$ cat config.mk
export PLATFORM = sky130hd
export DESIGN_NAME = c2s_sqrt_cell
export DESIGN_NICKNAME = d
export VERILOG_FILES = /design/src/rtl/c2s_sqrt_cell.sv
export SDC_FILE = /design/constraint.sdc
export NUM_CORES = 1
export LEC_CHECK = 0
export BUFFER_PORTS_ARGS = -buffer_cell sky130_fd_sc_hd__clkbuf_2
export CAP_MARGIN = 20
export CORE_ASPECT_RATIO = 2
export CORE_MARGIN = 2
export CORE_UTILIZATION = 55
export CTS_CLUSTER_SIZE = 20
export DETAILED_ROUTE_END_ITERATION = 7
export GPL_TIMING_DRIVEN = 0
export PLACE_DENSITY = 0.88
export SYNTH_ARGS = -nofsm -noshare
export SYNTH_HDL_FRONTEND = slang
export SYNTH_SLANG_ARGS = --single-unit
$ cat constraint.sdc
create_clock -name clk -period 1.1 [get_ports clk]
set_input_delay 0.22 -clock clk [delete_from_list [all_inputs] [get_ports clk]]
set_output_delay 0.22 -clock clk [all_outputs]
set_load 0.03 [all_outputs]
$ cat src/rtl/c2s_sqrt_cell.sv
// c2s_sqrt_cell: one result bit of a digit-by-digit integer square root
// depends on nothing beyond its parameters
`default_nettype none

module c2s_sqrt_cell #(
	parameter int W    = 50,
	parameter int STEP = 0,
	parameter int SB_W = 1
) (
	input  wire logic            clk,
	input  wire logic            arst_n,
	input  wire logic            en,
	input  wire logic            valid,
	input  wire logic [W-1:0]    n,
	input  wire logic [W-1:0]    res,
	input  wire logic [SB_W-1:0] sb,
	output logic                 valid_q,
	output logic [W-1:0]         n_q,
	output logic [W-1:0]         res_q,
	output logic [SB_W-1:0]      sb_q
);

	localparam logic [W-1:0] BIT = W'(1) << (W - 2 - 2 * STEP);

	logic [W-1:0] trial;

	assign trial = res + BIT;

	always_ff @(posedge clk or negedge arst_n) begin
		if (!arst_n) begin
			valid_q <= 1'b0;
		end else if (en) begin
			valid_q <= valid;
		end
	end

	always_ff @(posedge clk) begin
		if (en) begin
			sb_q <= sb;
			if (n >= trial) begin
				n_q   <= n - trial;
				res_q <= (res >> 1) + BIT;
			end else begin
				n_q   <= n;
				res_q <= res >> 1;
			end
		end
	end

endmodule

`default_nettype wire

Word-level counts from Yosys, hierarchy flattened
Cells that the tools add are included.
{"block": "totals", "output_inout_bits": 102, "register_bits": 102, "in_bits": 105}
{"block": "op_classes", "muxes": 2, "n_addsub": 3, "order_cmp": 1}
{"cell": "adder 49 x 49 -> 50 bit (second input constant)", "n": 1}
{"cell": "adder 50 x 49 -> 50 bit (second input constant)", "n": 1}
{"cell": "greater-or-equal comparator 50 bit", "n": 1}
{"cell": "2-to-1 mux 50 bit", "n": 1}
{"cell": "subtractor 50 bit", "n": 1}
{"cell": "2-to-1 mux 49 bit", "n": 1}

Longest topological paths before layout
{"block": "logic_depth", "word_depth": 3, "depth_mapped": 17, "depth_no_buf": 14}

Worst setup path before layout
Ideal clock, no wire load.
{"block": "synth_timing", "path_kind": "input -> register", "start": "input port n[0]", "end": "register n_q[15], data pin", "arrival_time_ns": 2.719, "stages": 15, "n_path_buf": 2, "setup_slack_ns": -1.879, "cell_sequence": "inv_1 ha_1 inv_1 fa_1 a21o_1 a311o_1 o211ai_2 a211o_1 a21oi_2 a31o_2 a21oi_1 o31a_1 buf_6 buf_6 mux2_2"}
{"block": "synth_via", "elab_chain_cells": 2}
{"element": "start, declared", "line": "14", "text": "input wire logic [W-1:0] n,"}
{"element": "subtractor 50 bit or greater-or-equal comparator 50 bit (tied branches)", "line": "41, 40"}
{"element": "2-to-1 mux 50 bit *", "line": "40", "text": "if (n >= trial) begin"}
{"element": "end signal, assigned", "line": "41", "text": "n_q <= n - trial;"}
{"element": "end signal, assigned", "line": "44", "text": "n_q <= n;"}
{"element": "end, declared", "line": "18", "text": "output logic [W-1:0] n_q,"}
Mark *: on every way between the ends. The rest lies on a longest branch, timed or not.
A chain may end at the register's enable or synchronous reset.

Final worst setup path
{"block": "layout_timing", "start": "input port n[0]", "end": "register n_q[16], data pin"}
The elaborated chain is that of the path after synthesis.

==> impl_metrics.tcl <==
set metrics [dict create \
    status "finished, violations left" \
    violations "setup timing" \
    grt_overflow 0 \
    critPathKind "in2reg" \
    rsz0062_at_grt "yes" \
    path_buf_inv 3 \
    power_uw 14000 \
    wire_per_inst_um 21.8 \
    ant_nets 0 \
    cts_buffers 9 \
    clockBufferDepth 2 \
    antenna_found_initial 0 \
    powerDensity_nw_per_um2 1460 \
    worstMarginPinSlew_ps 868 \
    p_sw_uw 4960 \
    drv_cap 0 \
    internal_power_uw 9080 \
    drt_iter0_markers 659 \
    coreArea_sq_um 11800 \
    synthesis.nets 829 \
    cp_top_family "compound AO/OA/AOI/OAI gates" \
    fmax_ghz 0.303 \
    die-area_sq_um 13000 \
    ctsHtreeMaxLevel 3 \
    pwr-share-clk 0.238 \
    crit_fanout 3 \
    start_kind "input pin" \
    setup_viol 144 \
    drive_gt1_frac 0.339 \
    start_util 0.563 \
    power_frac_seq 0.364 \
    synth_edf_count 101 \
    power_frac_comb 0.399 \
    grt_usage 0.331 \
    netlist_instances 673 \
    antenna_cells 0 \
    numPortBuffers 206 \
    clock-root-buffer "clkbuf_16" \
    rows 56 \
    routed_wl_um 22900 \
    fin_nets 1060 \
    first_global_vias 6719 \
    ys_seq_area_frac 0.461 \
    drv_slew 0 \
    syn2layout_area_growth_pct 44.6 \
    syn_avg_cell_area_sq_um 9.85 \
    viasPerCell 6.29 \
    fin_skew_ps 0 \
    cts_tree "done" \
    fp.dieH_um 159 \
    finalCritPeriodShare 3.00 \
    cp-end-kind "register" \
    fin_util 0.815 \
    grt_max_degree 57 \
    syn_area_sq_um 6630 \
    ir_worst_vdd_v 0.00103 \
    required_ps 1210 \
    hold_class "in2reg" \
    fin_crit_ps 3300 \
    cp_slowest_cell "o21ai_0" \
    critPathMaxStageDelay_ps 720 \
    clkSlewWorstSetupHoldPaths_ps 80 \
    synth-seq-cells 102 \
    yosysUniqueCellTypes 58 \
    grt_pass1_wl_um 32800 \
    drc 0 \
    clkLatencyLatePin_ps 350 \
    final_common_cell "clkbuf_2" \
    fin_ws_ps -2200 \
    async_flop_share 0.00980 \
    die_w_um 81.6 \
    via_count 6629 \
    io_pins 207 \
    path_cells "clkbuf_16 -> inv_12 -> ha_4 -> inv_2 -> fa_2 -> a21o_1 -> a311o_1 -> o211ai_2 -> a21boi_0 -> o21ai_0 -> nand2b_1 -> a21o_1 -> a21oi_1 -> xor2_1 -> o21ai_0" \
    numClockSinks 102 \
    final_cell_mix "102 x clkbuf_2, 101 x edfxtp_1, 72 x clkbuf_8" \
    cp_data_arrival_time_ps 3400 \
    p_leak_uw 0.00433 \
    hpwlAfterDp_um 14500 \
    ys.flop_type "edfxtp_1" \
    yosysWarningCount 0 \
    hold_viol 0 \
    slew_headroom 0.415 \
    switching_share 0.353 \
    gp_congestion 0.919 \
    firstDrtPassIters 6 \
]
-- through the flow --
step | worst slack [ps] | std cells | cell area (sq um) | hold slack, ps | TNS [ps]
global route | -2190 | 1054 | 9590 | 34.8 | -100160
global placement | -2390 | 1024 | 7930 | -4.98 | -252690
finish | -2200 | 1054 | 9590 | 46.1 | -93830
detailed placement | -2460 | 1025 | 7960 | -3.76 | -148030
floorplan | -1750 | 673 | 6720 | -75.6 | -88710
CTS | -1710 | 1054 | 9360 | 39.7 | -87720
-- registers in the layout (all words and copies together) (netlist names) --
name,cells
n_q,50
res_q,50
sb_q,1
valid_q,1
-- power groups by stage --
stage               Clock [uW]  Combinational (uW)  Sequential [uW]
floorplan                    0                1910             6020
global placement             0                4060             5060
detailed placement           0                4180             5070
CTS                       3320                5100             5050
global route              3460                5880             5150
finish                    3340                5600             5110
-- cells by family (layout without fill, tap and decap cells) --
family,after synthesis,in the layout,synth area share
compound gates,207,207,0.196
xor+xnor,46,46,0.0608
fa+ha+maj,51,51,0.0974
buf+inv,86,322,0.0517
flops,102,102,0.461
mux,6,6,0.0102
simple gates,175,175,0.123
-- cell type report --
cell class / count / area, sq um
well taps: 145 / 181
fillers: 643 / 2180
multi-input cells: 485 / 3510
clock buffers: 10 / 229
repair buffers: 225 / 2120
flip-flops and latches: 102 / 3060
clock inverters: 6 / 76.3
inverters: 56 / 223
plain buffers: 25 / 186
-- per-layer routing --
metal / wire length [um] / global-route usage / vias up
met5: 0 / 0 / -
li1: - / - / 2918
met1: 6950 / 0.310 / 3021
met4: 1800 / 0.214 / 0
met2: 12100 / 0.608 / 531
met3: 2040 / 0.0737 / 159
-- cells in the mapped netlist (2+ instances only) --
library cell	count	area share
o211ai_1	2	0.0023
inv_1	56	0.032
or2_2	3	0.0028
o31ai_1	4	0.0045
a31oi_1	5	0.0047
nor3_1	8	0.0060
nand2b_1	8	0.0075
and4_1	2	0.0026
and2_1	2	0.0019
xnor2_1	25	0.033
clkbuf_1	24	0.014
a211o_1	2	0.0026
o31a_1	2	0.0026
and3_1	7	0.0066
a21oi_1	53	0.040
o21bai_1	7	0.0079
nand3_1	12	0.0091
a221oi_1	2	0.0026
a21boi_0	2	0.0023
ha_1	50	0.094
or3_1	3	0.0028
o21a_1	3	0.0034
xor2_1	21	0.028
buf_6	2	0.0034
nand4_1	13	0.012
nor2b_1	5	0.0047
edfxtp_1	101	0.46
a2111oi_0	3	0.0040
a21o_1	32	0.036
mux2_2	5	0.0085
o2111ai_1	2	0.0026
o211a_1	2	0.0030
nand2_1	82	0.046
buf_2	4	0.0030
nor4_1	4	0.0038
nor2_1	24	0.014
a211oi_1	4	0.0045
o21ai_0	65	0.049
o21ai_1	3	0.0023
-- timing repair --
action,in CTS,in global routing
buffers inserted,11,4
hold buffers,1,0
gates resized for setup,232,101
pin swaps,11,13
endpoints found under the setup margin,210,154
cloned,1,1
endpoints found under the hold margin,1,0
-- path summary, 6_finish.rpt --
| kind | from | end | slack (ps) | cells past startpoint |
|---|---|---|---|---|
| setup reg to reg | valid_q | valid_q | 310 | 1 |
| hold / removal | sb | sb_q | 50 | 1 |
| max in group asynchronous | arst_n | valid_q | 850 | 2 |
| min in group asynchronous | arst_n | valid_q | 160 | 2 |
| setup / recovery | n[0] | n_q[16] | -2200 | 15 |
| hold reg to reg | valid_q | valid_q | 580 | 1 |
Power figures use the tool's default switching activity.
