$ cat src/rtl/c2s_pkg.sv
// c2s_pkg: constants, table builders and helpers for the cartesian to spherical block
// no dependencies; used by c2s_ifs, c2s_cordic_cell, cartesian_to_spherical and c2s_checker
`default_nettype none

package c2s_pkg;

	localparam int COORD_BITS_DEF      = 24;
	localparam int ANGLE_FRAC_BITS_DEF = 16;

	localparam int RADIUS_W    = 24;
	localparam int AZIMUTH_W   = 25;
	localparam int ELEVATION_W = 24;

	localparam int CORDIC_STEPS = 60;
	localparam int ANG_Q        = 60;
	localparam int DEG_Q        = 56;
	localparam logic [31:0] INV_GAIN_Q32 = 32'd2608131496;

	// configuration port
	localparam int APB_ADDR_W = 3;
	localparam logic CFG_IDX_DEGREES = 1'b0;

	// restoring long division, elaboration only
	function automatic logic [127:0] udiv(input logic [127:0] n, input logic [127:0] d);
		logic [127:0] r;
		logic [127:0] q;
		r = '0;
		q = '0;
		for (int i = 127; i >= 0; i--) begin
			r = {r[126:0], n[i]};
			if (r >= d) begin
				r = r - d;
				q[i] = 1'b1;
			end
		end
		return q;
	endfunction

	// atan(1/n) in Q60 by its series
	function automatic logic [63:0] atan_recip(input logic [63:0] n);
		logic [63:0] p;
		logic [63:0] sum;
		logic [63:0] k;
		logic [63:0] t;
		p   = 64'(udiv(128'(64'd1 << 60), 128'(n)));
		sum = '0;
		k   = '0;
		while (p != 64'd0) begin
			t   = 64'(udiv(128'(p), 128'(2 * k + 64'd1)));
			sum = k[0] ? sum - t : sum + t;
			k   = k + 64'd1;
			p   = 64'(udiv(128'(p), 128'(n * n)));
		end
		return sum;
	endfunction

	// atan(2^-i) in Q60, i >= 1
	function automatic logic [63:0] atan_pow2(input int i);
		logic [63:0] p;
		logic [63:0] sum;
		logic [63:0] k;
		logic [63:0] t;
		p   = (64'd1 << 60) >> i;
		sum = '0;
		k   = '0;
		while (p != 64'd0) begin
			t   = 64'(udiv(128'(p), 128'(2 * k + 64'd1)));
			sum = k[0] ? sum - t : sum + t;
			k   = k + 64'd1;
			p   = (2 * i >= 64) ? 64'd0 : (p >> (2 * i));
		end
		return sum;
	endfunction

	function automatic logic [63:0] atan_entry(input int i);
		if (i == 0) begin
			return 64'(4 * atan_recip(64'd5)) - atan_recip(64'd239);
		end
		return atan_pow2(i);
	endfunction

	localparam logic [63:0] PI_Q60     = 64'(4 * atan_entry(0));
	localparam logic [63:0] TWO_PI_Q60 = 64'(2 * PI_Q60);
	// 180/pi in Q56
	localparam logic [63:0] DEG_SCALE  = 64'(udiv(128'(180) << 116, 128'(PI_Q60)));

	// round(a * b / 2^s), elaboration only
	function automatic logic [63:0] mul_shr_round_c(input logic [63:0] a, input logic [63:0] b,
		input int s);
		logic [127:0] p;
		logic [63:0]  v;
		p = 128'(a) * 128'(b);
		v = 64'(p >> (s - 1));
		return (v >> 1) + {63'd0, v[0]};
	endfunction

	// number of significant bits
	function automatic logic [6:0] bitlen(input logic [63:0] v);
		logic [6:0] n;
		n = '0;
		for (int i = 0; i < 64; i++) begin
			if (v[i]) begin
				n = 7'(i + 1);
			end
		end
		return n;
	endfunction

endpackage

`default_nettype wire

$ cat src/rtl/c2s_cordic_cell.sv
// c2s_cordic_cell: one vectoring rotation of the atan2 chain
// depends on c2s_pkg for the arctangent table
`default_nettype none

module c2s_cordic_cell #(
	parameter int STEP = 0,
	parameter int SB_W = 1
) (
	input  wire logic            clk,
	input  wire logic            arst_n,
	input  wire logic            en,
	input  wire logic            valid,
	input  wire logic [63:0]     x,
	input  wire logic [63:0]     y,
	input  wire logic [63:0]     a,
	input  wire logic [SB_W-1:0] sb,
	output logic                 valid_q,
	output logic [63:0]          x_q,
	output logic [63:0]          y_q,
	output logic [63:0]          a_q,
	output logic [SB_W-1:0]      sb_q
);

	localparam logic [63:0] ANG = c2s_pkg::atan_entry(STEP);

	logic [63:0] ys;
	logic [63:0] xs;

	assign ys = 64'($signed(y) >>> STEP);
	assign xs = x >> STEP;

	always_ff @(posedge clk or negedge arst_n) begin
		if (!arst_n) begin
			valid_q <= 1'b0;
		end else if (en) begin
			valid_q <= valid;
		end
	end

	// y is read as signed, x stays non-negative
	always_ff @(posedge clk) begin
		if (en) begin
			sb_q <= sb;
			if (!y[63]) begin
				x_q <= x + ys;
				y_q <= y - xs;
				a_q <= a + ANG;
			end else begin
				x_q <= x - ys;
				y_q <= y + xs;
				a_q <= a - ANG;
			end
		end
	end

endmodule

`default_nettype wire

$ cat config.mk
export PLATFORM = sky130hd
export DESIGN_NAME = c2s_cordic_cell
export DESIGN_NICKNAME = d
export VERILOG_FILES = /design/src/rtl/c2s_pkg.sv /design/src/rtl/c2s_cordic_cell.sv
export SDC_FILE = /design/constraint.sdc
export NUM_CORES = 1
export LEC_CHECK = 0
export BUFFER_PORTS_ARGS = -buffer_cell sky130_fd_sc_hd__buf_4
export CORE_MARGIN = 2
export CORE_UTILIZATION = 53
export DETAILED_ROUTE_END_ITERATION = 8
export PLACE_DENSITY = 0.79
export SLEW_MARGIN = 20
export SYNTH_ARGS = -nofsm -noshare
export SYNTH_HDL_FRONTEND = slang
export SYNTH_SLANG_ARGS = --single-unit
$ cat constraint.sdc
create_clock -name clk -period 0.8 [get_ports clk]
set_input_delay 0.16 -clock clk [delete_from_list [all_inputs] [get_ports clk]]
set_output_delay 0.16 -clock clk [all_outputs]
set_load 0.005 [all_outputs]
==> metrics.txt, run 1 <==
vias in the first global route=36600; stopping stage=5_1_grt; Post-Syn Area=0.0218 mm²; syn_area_per_cell=around 8.2 µm²; synth warn=0; Die Ht=207 µm; Compound-Gate Fraction of Synth Area=28.8%; number of I/O port buffers=between 300 and 400; register area share after synthesis=26.6%; H-tree depth=4; post-synthesis xor/xnor area fraction=7.20%; largest net degree at the start of global routing=71; EDFF count, synth=192; gr usage total=between 70% and 80%; Syn Nets=3119; I/O pin count=approximately 390; Post-DP Area=roughly 0.034 mm²; status=stopped before the end; Die X-Extent=approximately 210 µm; row cnt=74; count of cell types in the netlist=86; clock buffer count from CTS=17; CTS max path bufs=2; global-route wire length before repair=around 230000 µm; clk root buf=clkbuf_16; largest family of logic cells by synthesized area=compound AO/OA/AOI/OAI gates; Adder-Cell Fraction of Synth Area=between 10% and 20%; total gr overflow=9; Err=[ERROR GRT-0116] Global routing finished with congestion. Check the congestion regions in the DRC Viewer.; Post-Synthesis Cells=2655; Initial Util=between 50% and 60%; CTS Sinks=193; Final Wtd Congestion=1.09; mux cell area share after synthesis=1.21%; Seq cells post-synth=193; HPWL Detailed=81400 µm; asr flop ratio synth=0.518%; Post-synth top flop=edfxtp_1; post-synthesis simple-gate area fraction=between 10% and 20%
==> Yosys cell counts, types with 27 or more instances <==
library cell,n,area share [%]
clkbuf_1,82,1.4
nand2_1,162,2.8
inv_1,216,3.7
xor2_1,29,1.2
a211oi_1,35,1.2
nor4_1,27,0.78
xnor2_1,150,6.0
nor3_1,41,0.94
o21ai_0,184,4.2
o31ai_1,28,0.96
a21oi_1,349,8.0
nor2_1,188,3.2
ha_1,264,15
o211ai_1,34,1.2
o21bai_1,78,2.7
a21o_1,86,3.0
nor2b_1,27,0.78
o21a_1,30,1.0
edfxtp_1,192,26
nand3_1,60,1.4
nand4_1,54,1.6
==> routing by layer <==
metal  global-route usage [%]  overflow
met4                     67.9         3
met2                     90.8         6
met1                     71.1         0
met5                     19.2         0
met3                     54.1         0
==> cell families after synthesis <==
logic type / count (synthesis)
adders and majority gates: 267
AOI/OAI and AO/OA: 989
and+or+nand+nor: 657
DFF: 193
muxes: 26
buffers and inverters: 344
xor gates and xnor gates: 179
==> per-stage QoR <==
step	hold slack [ns]	TNS, ns	cells	worst slack, ns	util [%]
after CTS	0.00411	-341.45	4647	-1.87	92.3
after detailed placement	-0.0637	-425.21	4511	-2.67	83.9
after global placement	-0.0650	-408.53	4511	-2.60	83.9
after floorplan	-0.136	-289.62	2655	-2.27	-
==> timing repair <==
| action | in CTS |
|---|---|
| setup endpoints to repair | 378 |
| gates resized for setup | 379 |
| hold endpoints to repair | 8 |
| setup buffers | 100 |
| gates cloned | 3 |
| hold buffers | 8 |
| pin swaps | 158 |
==> inputs of run 2 (changes only) <==
- CORE_UTILIZATION: 53 -> 40
- PLACE_DENSITY: 0.79 -> not set
- PLACE_DENSITY_LB_ADDON: not set -> 0.15
- clock period: 0.8 -> 1 ns (I/O delays scaled with it)
==> run 2 against run 1 <==
  * The flow now finishes, with violations (negative setup slack)
  * Synthesized cell count unchanged
  * Synthesized area unchanged
==> metrics.txt, run 2 <==
status=finished, violations left; violated checks=negative setup slack; DRC errors left=0; Post-Syn Area=0.0218 mm²; CP max FO=3; number of I/O port buffers=390; crit path DAT=3.10 ns; hold path startpoint=a[4]; Leak Pwr=around 19 nW; via-per-instance ratio=5.75; P&R area growth vs syn=88.6%; Seq cells post-synth=193; Final Wtd Congestion=1.07; HPWL Detailed=81600 µm; CP Launch Type=input port; fin crit share=284%; routed len/inst=about 22 µm; fin cells=4927; Final Core Density=76.3%; Yosys top cell area share=between 20% and 30%; hold endpoint=a_q[4]$_DFFE_PP_; PwrDens=between 1000 and 1500 mW/mm²; initial antenna violation count=3; clk root buf=clkbuf_16; Final Hold Vio Count=0; worst relative slew slack=33.9%; Slew @ Worst Pin=approximately 0.99 ns; # diodes=0; post-route ant nets=0; worst reg-to-reg path cell count=1; CP Class=in2reg; Slew Limit Fails=0; synth warn=0; count leader, synth=a21oi_1; syn_area_per_cell=8.20 µm²; Die Ht=about 240 µm; biggest regs=a_q: 64 flops, x_q: 64 flops, y_q: 63 flops; CTS max path bufs=2; worst min path class=in2reg; most common cell after layout, fill and taps aside=buf_4; count of cell types in the netlist=86; crit path capture type=flip-flop; asr flop ratio synth=less than 1%; crit path launch=y[0]; Worst-Skew Late Latency=approximately 0.52 ns; CTS tree=built; worst hold stages=2; largest net degree at the start of global routing=52; row cnt=85; r2r startpoint=valid_q$_DFFE_PN0P_; Syn Nets=3119; layout cells sized above 1=around 55%; Commonest cells post-synth=a21oi_1, ha_1, inv_1; Setup WS post-layout=-1.84 ns; via count of the routed design=28300; clk slew on worst S/H paths=0.08 ns; most frequent cells in the layout=buf_4, a21oi_1, buf_6; reg2reg end=valid_q$_DFFE_PN0P_; final setup vio count=around 380; nets=between 4000 and 5000; clk_skew=0 ns; 1st-pass router iterations=5; global-route wire length before repair=161000 µm; Die X-Extent=approximately 240 µm; Peak VDD IR=1.39 mV; H-tree depth=4; fillcell total=3753; maxcap violations=0; RSZ-0062 raised after global routing=yes; register area share after synthesis=between 20% and 30%; EDFF count, synth=192; reg-to-reg slack, setup=0.23 ns; dpl cells=4707; crit path time final=~2.8 ns; DRC violation total after the first TritonRoute iteration=2336; clock buffer count from CTS=17; Area contributors post-synth=edfxtp_1, ha_1, a21oi_1; die footprint=~0.056 mm²; CTS Sinks=193; pre-CTS worst setup slack=-2.55 ns; total gr overflow=0; vias in the first global route=28200; Design Power=about 44 mW; gr usage total=between 30% and 40%; FMAX=about 0.35 GHz; I/O pin count=391; Post-Synthesis Cells=roughly 2700; cell taking the most area after synthesis=edfxtp_1; Worst EP required=about 1.3 ns; core area=0.0538 mm²; Post-synth top flop=edfxtp_1; Initial Util=40.5%; Routed Wire Length=110000 µm
## run 2: cell counts after synthesis
Identical to the previous run, type by type.
## run 2: cell families after synthesis
group           count (synthesis)  share of synthesized area (%)
compound gates                989                           28.8
simple gates                  657                           14.6
buf+inv                       344                           6.14
fa+ha+maj                     267                           15.4
flops                         193                           26.6
xor+xnor                      179                           7.20
mux                            26                           1.21
## run 2: what timing repair did
action	in CTS	in global routing
hold endpoints to repair	7	0
setup endpoints to repair	378	375
cloned	9	0
setup buffers	142	87
pin swaps	309	259
gates resized for setup	604	289
hold buffers	8	0
## run 2: final cells by class
cell class              instances  area [µm²]  share of cell area (%)
repair buffers               1663       13800                    33.7
inverters                     224         961                    2.34
flip-flops and latches        193        5790                    14.1
clock buffers                  21         470                    1.15
clock inverters                11        98.8                   0.241
well taps                     696         871                    2.12
multi-input cells            2118       19000                    46.3
repair inverters                1        16.3                  0.0396
## run 2: worst max path at each step
stage	end	cells after the start
floorplan	a_q[62]$_DFFE_PP_	16
global route	x_q[59]$_DFFE_PP_	17
CTS	x_q[56]$_DFFE_PP_	15
global placement	x_q[52]$_DFFE_PP_	13
finish	x_q[56]$_DFFE_PP_	14
detailed placement	x_q[52]$_DFFE_PP_	13
## run 2: metrics by stage
stage	setup TNS, ns	cell area (µm²)	hold slack, ns
3_5_place_dp	-362.13	34700	-0.0230
3_3_place_gp	-356.36	34700	-0.0244
2_1_floorplan	-259.95	23300	-0.0956
5_1_grt	-305.99	41100	0.0475
4_1_cts	-274.18	39300	0.0250
6_report	-292.59	41100	0.0636
## run 2: worst max-delay path: stages
cell	delay, ns
buf_12	0.08
ha_4	0.14
fa_2	0.25
nand2b_4	0.08
a221oi_4	0.31
o221a_4	0.27
o2111ai_4	0.22
a2111o_1	0.52
buf_6	0.17
a21boi_4	0.28
o21ai_4	0.13
o21ai_2	0.17
o2bb2ai_2	0.14
xnor2_2	0.13
## run 2: power breakdown
part | internal [mW] | switching [mW] | leakage [nW]
registers | 10.8 | 0.596 | 1.89
clock network | 3.45 | 3.67 | 0.275
logic | 13.2 | 12.5 | 16.4
## run 2: per-layer routing
layer | up-vias | routed length, µm | track usage, %
met1 | 13700 | 43400 | 46.2
met4 | 6 | 5890 | 18.4
met3 | 349 | 8700 | 6.78
met2 | 1408 | 52000 | 61.3
met5 | - | 39 | 0
li1 | 12900 | - | -
No activity file was read; power rests on OpenSTA's default activity.
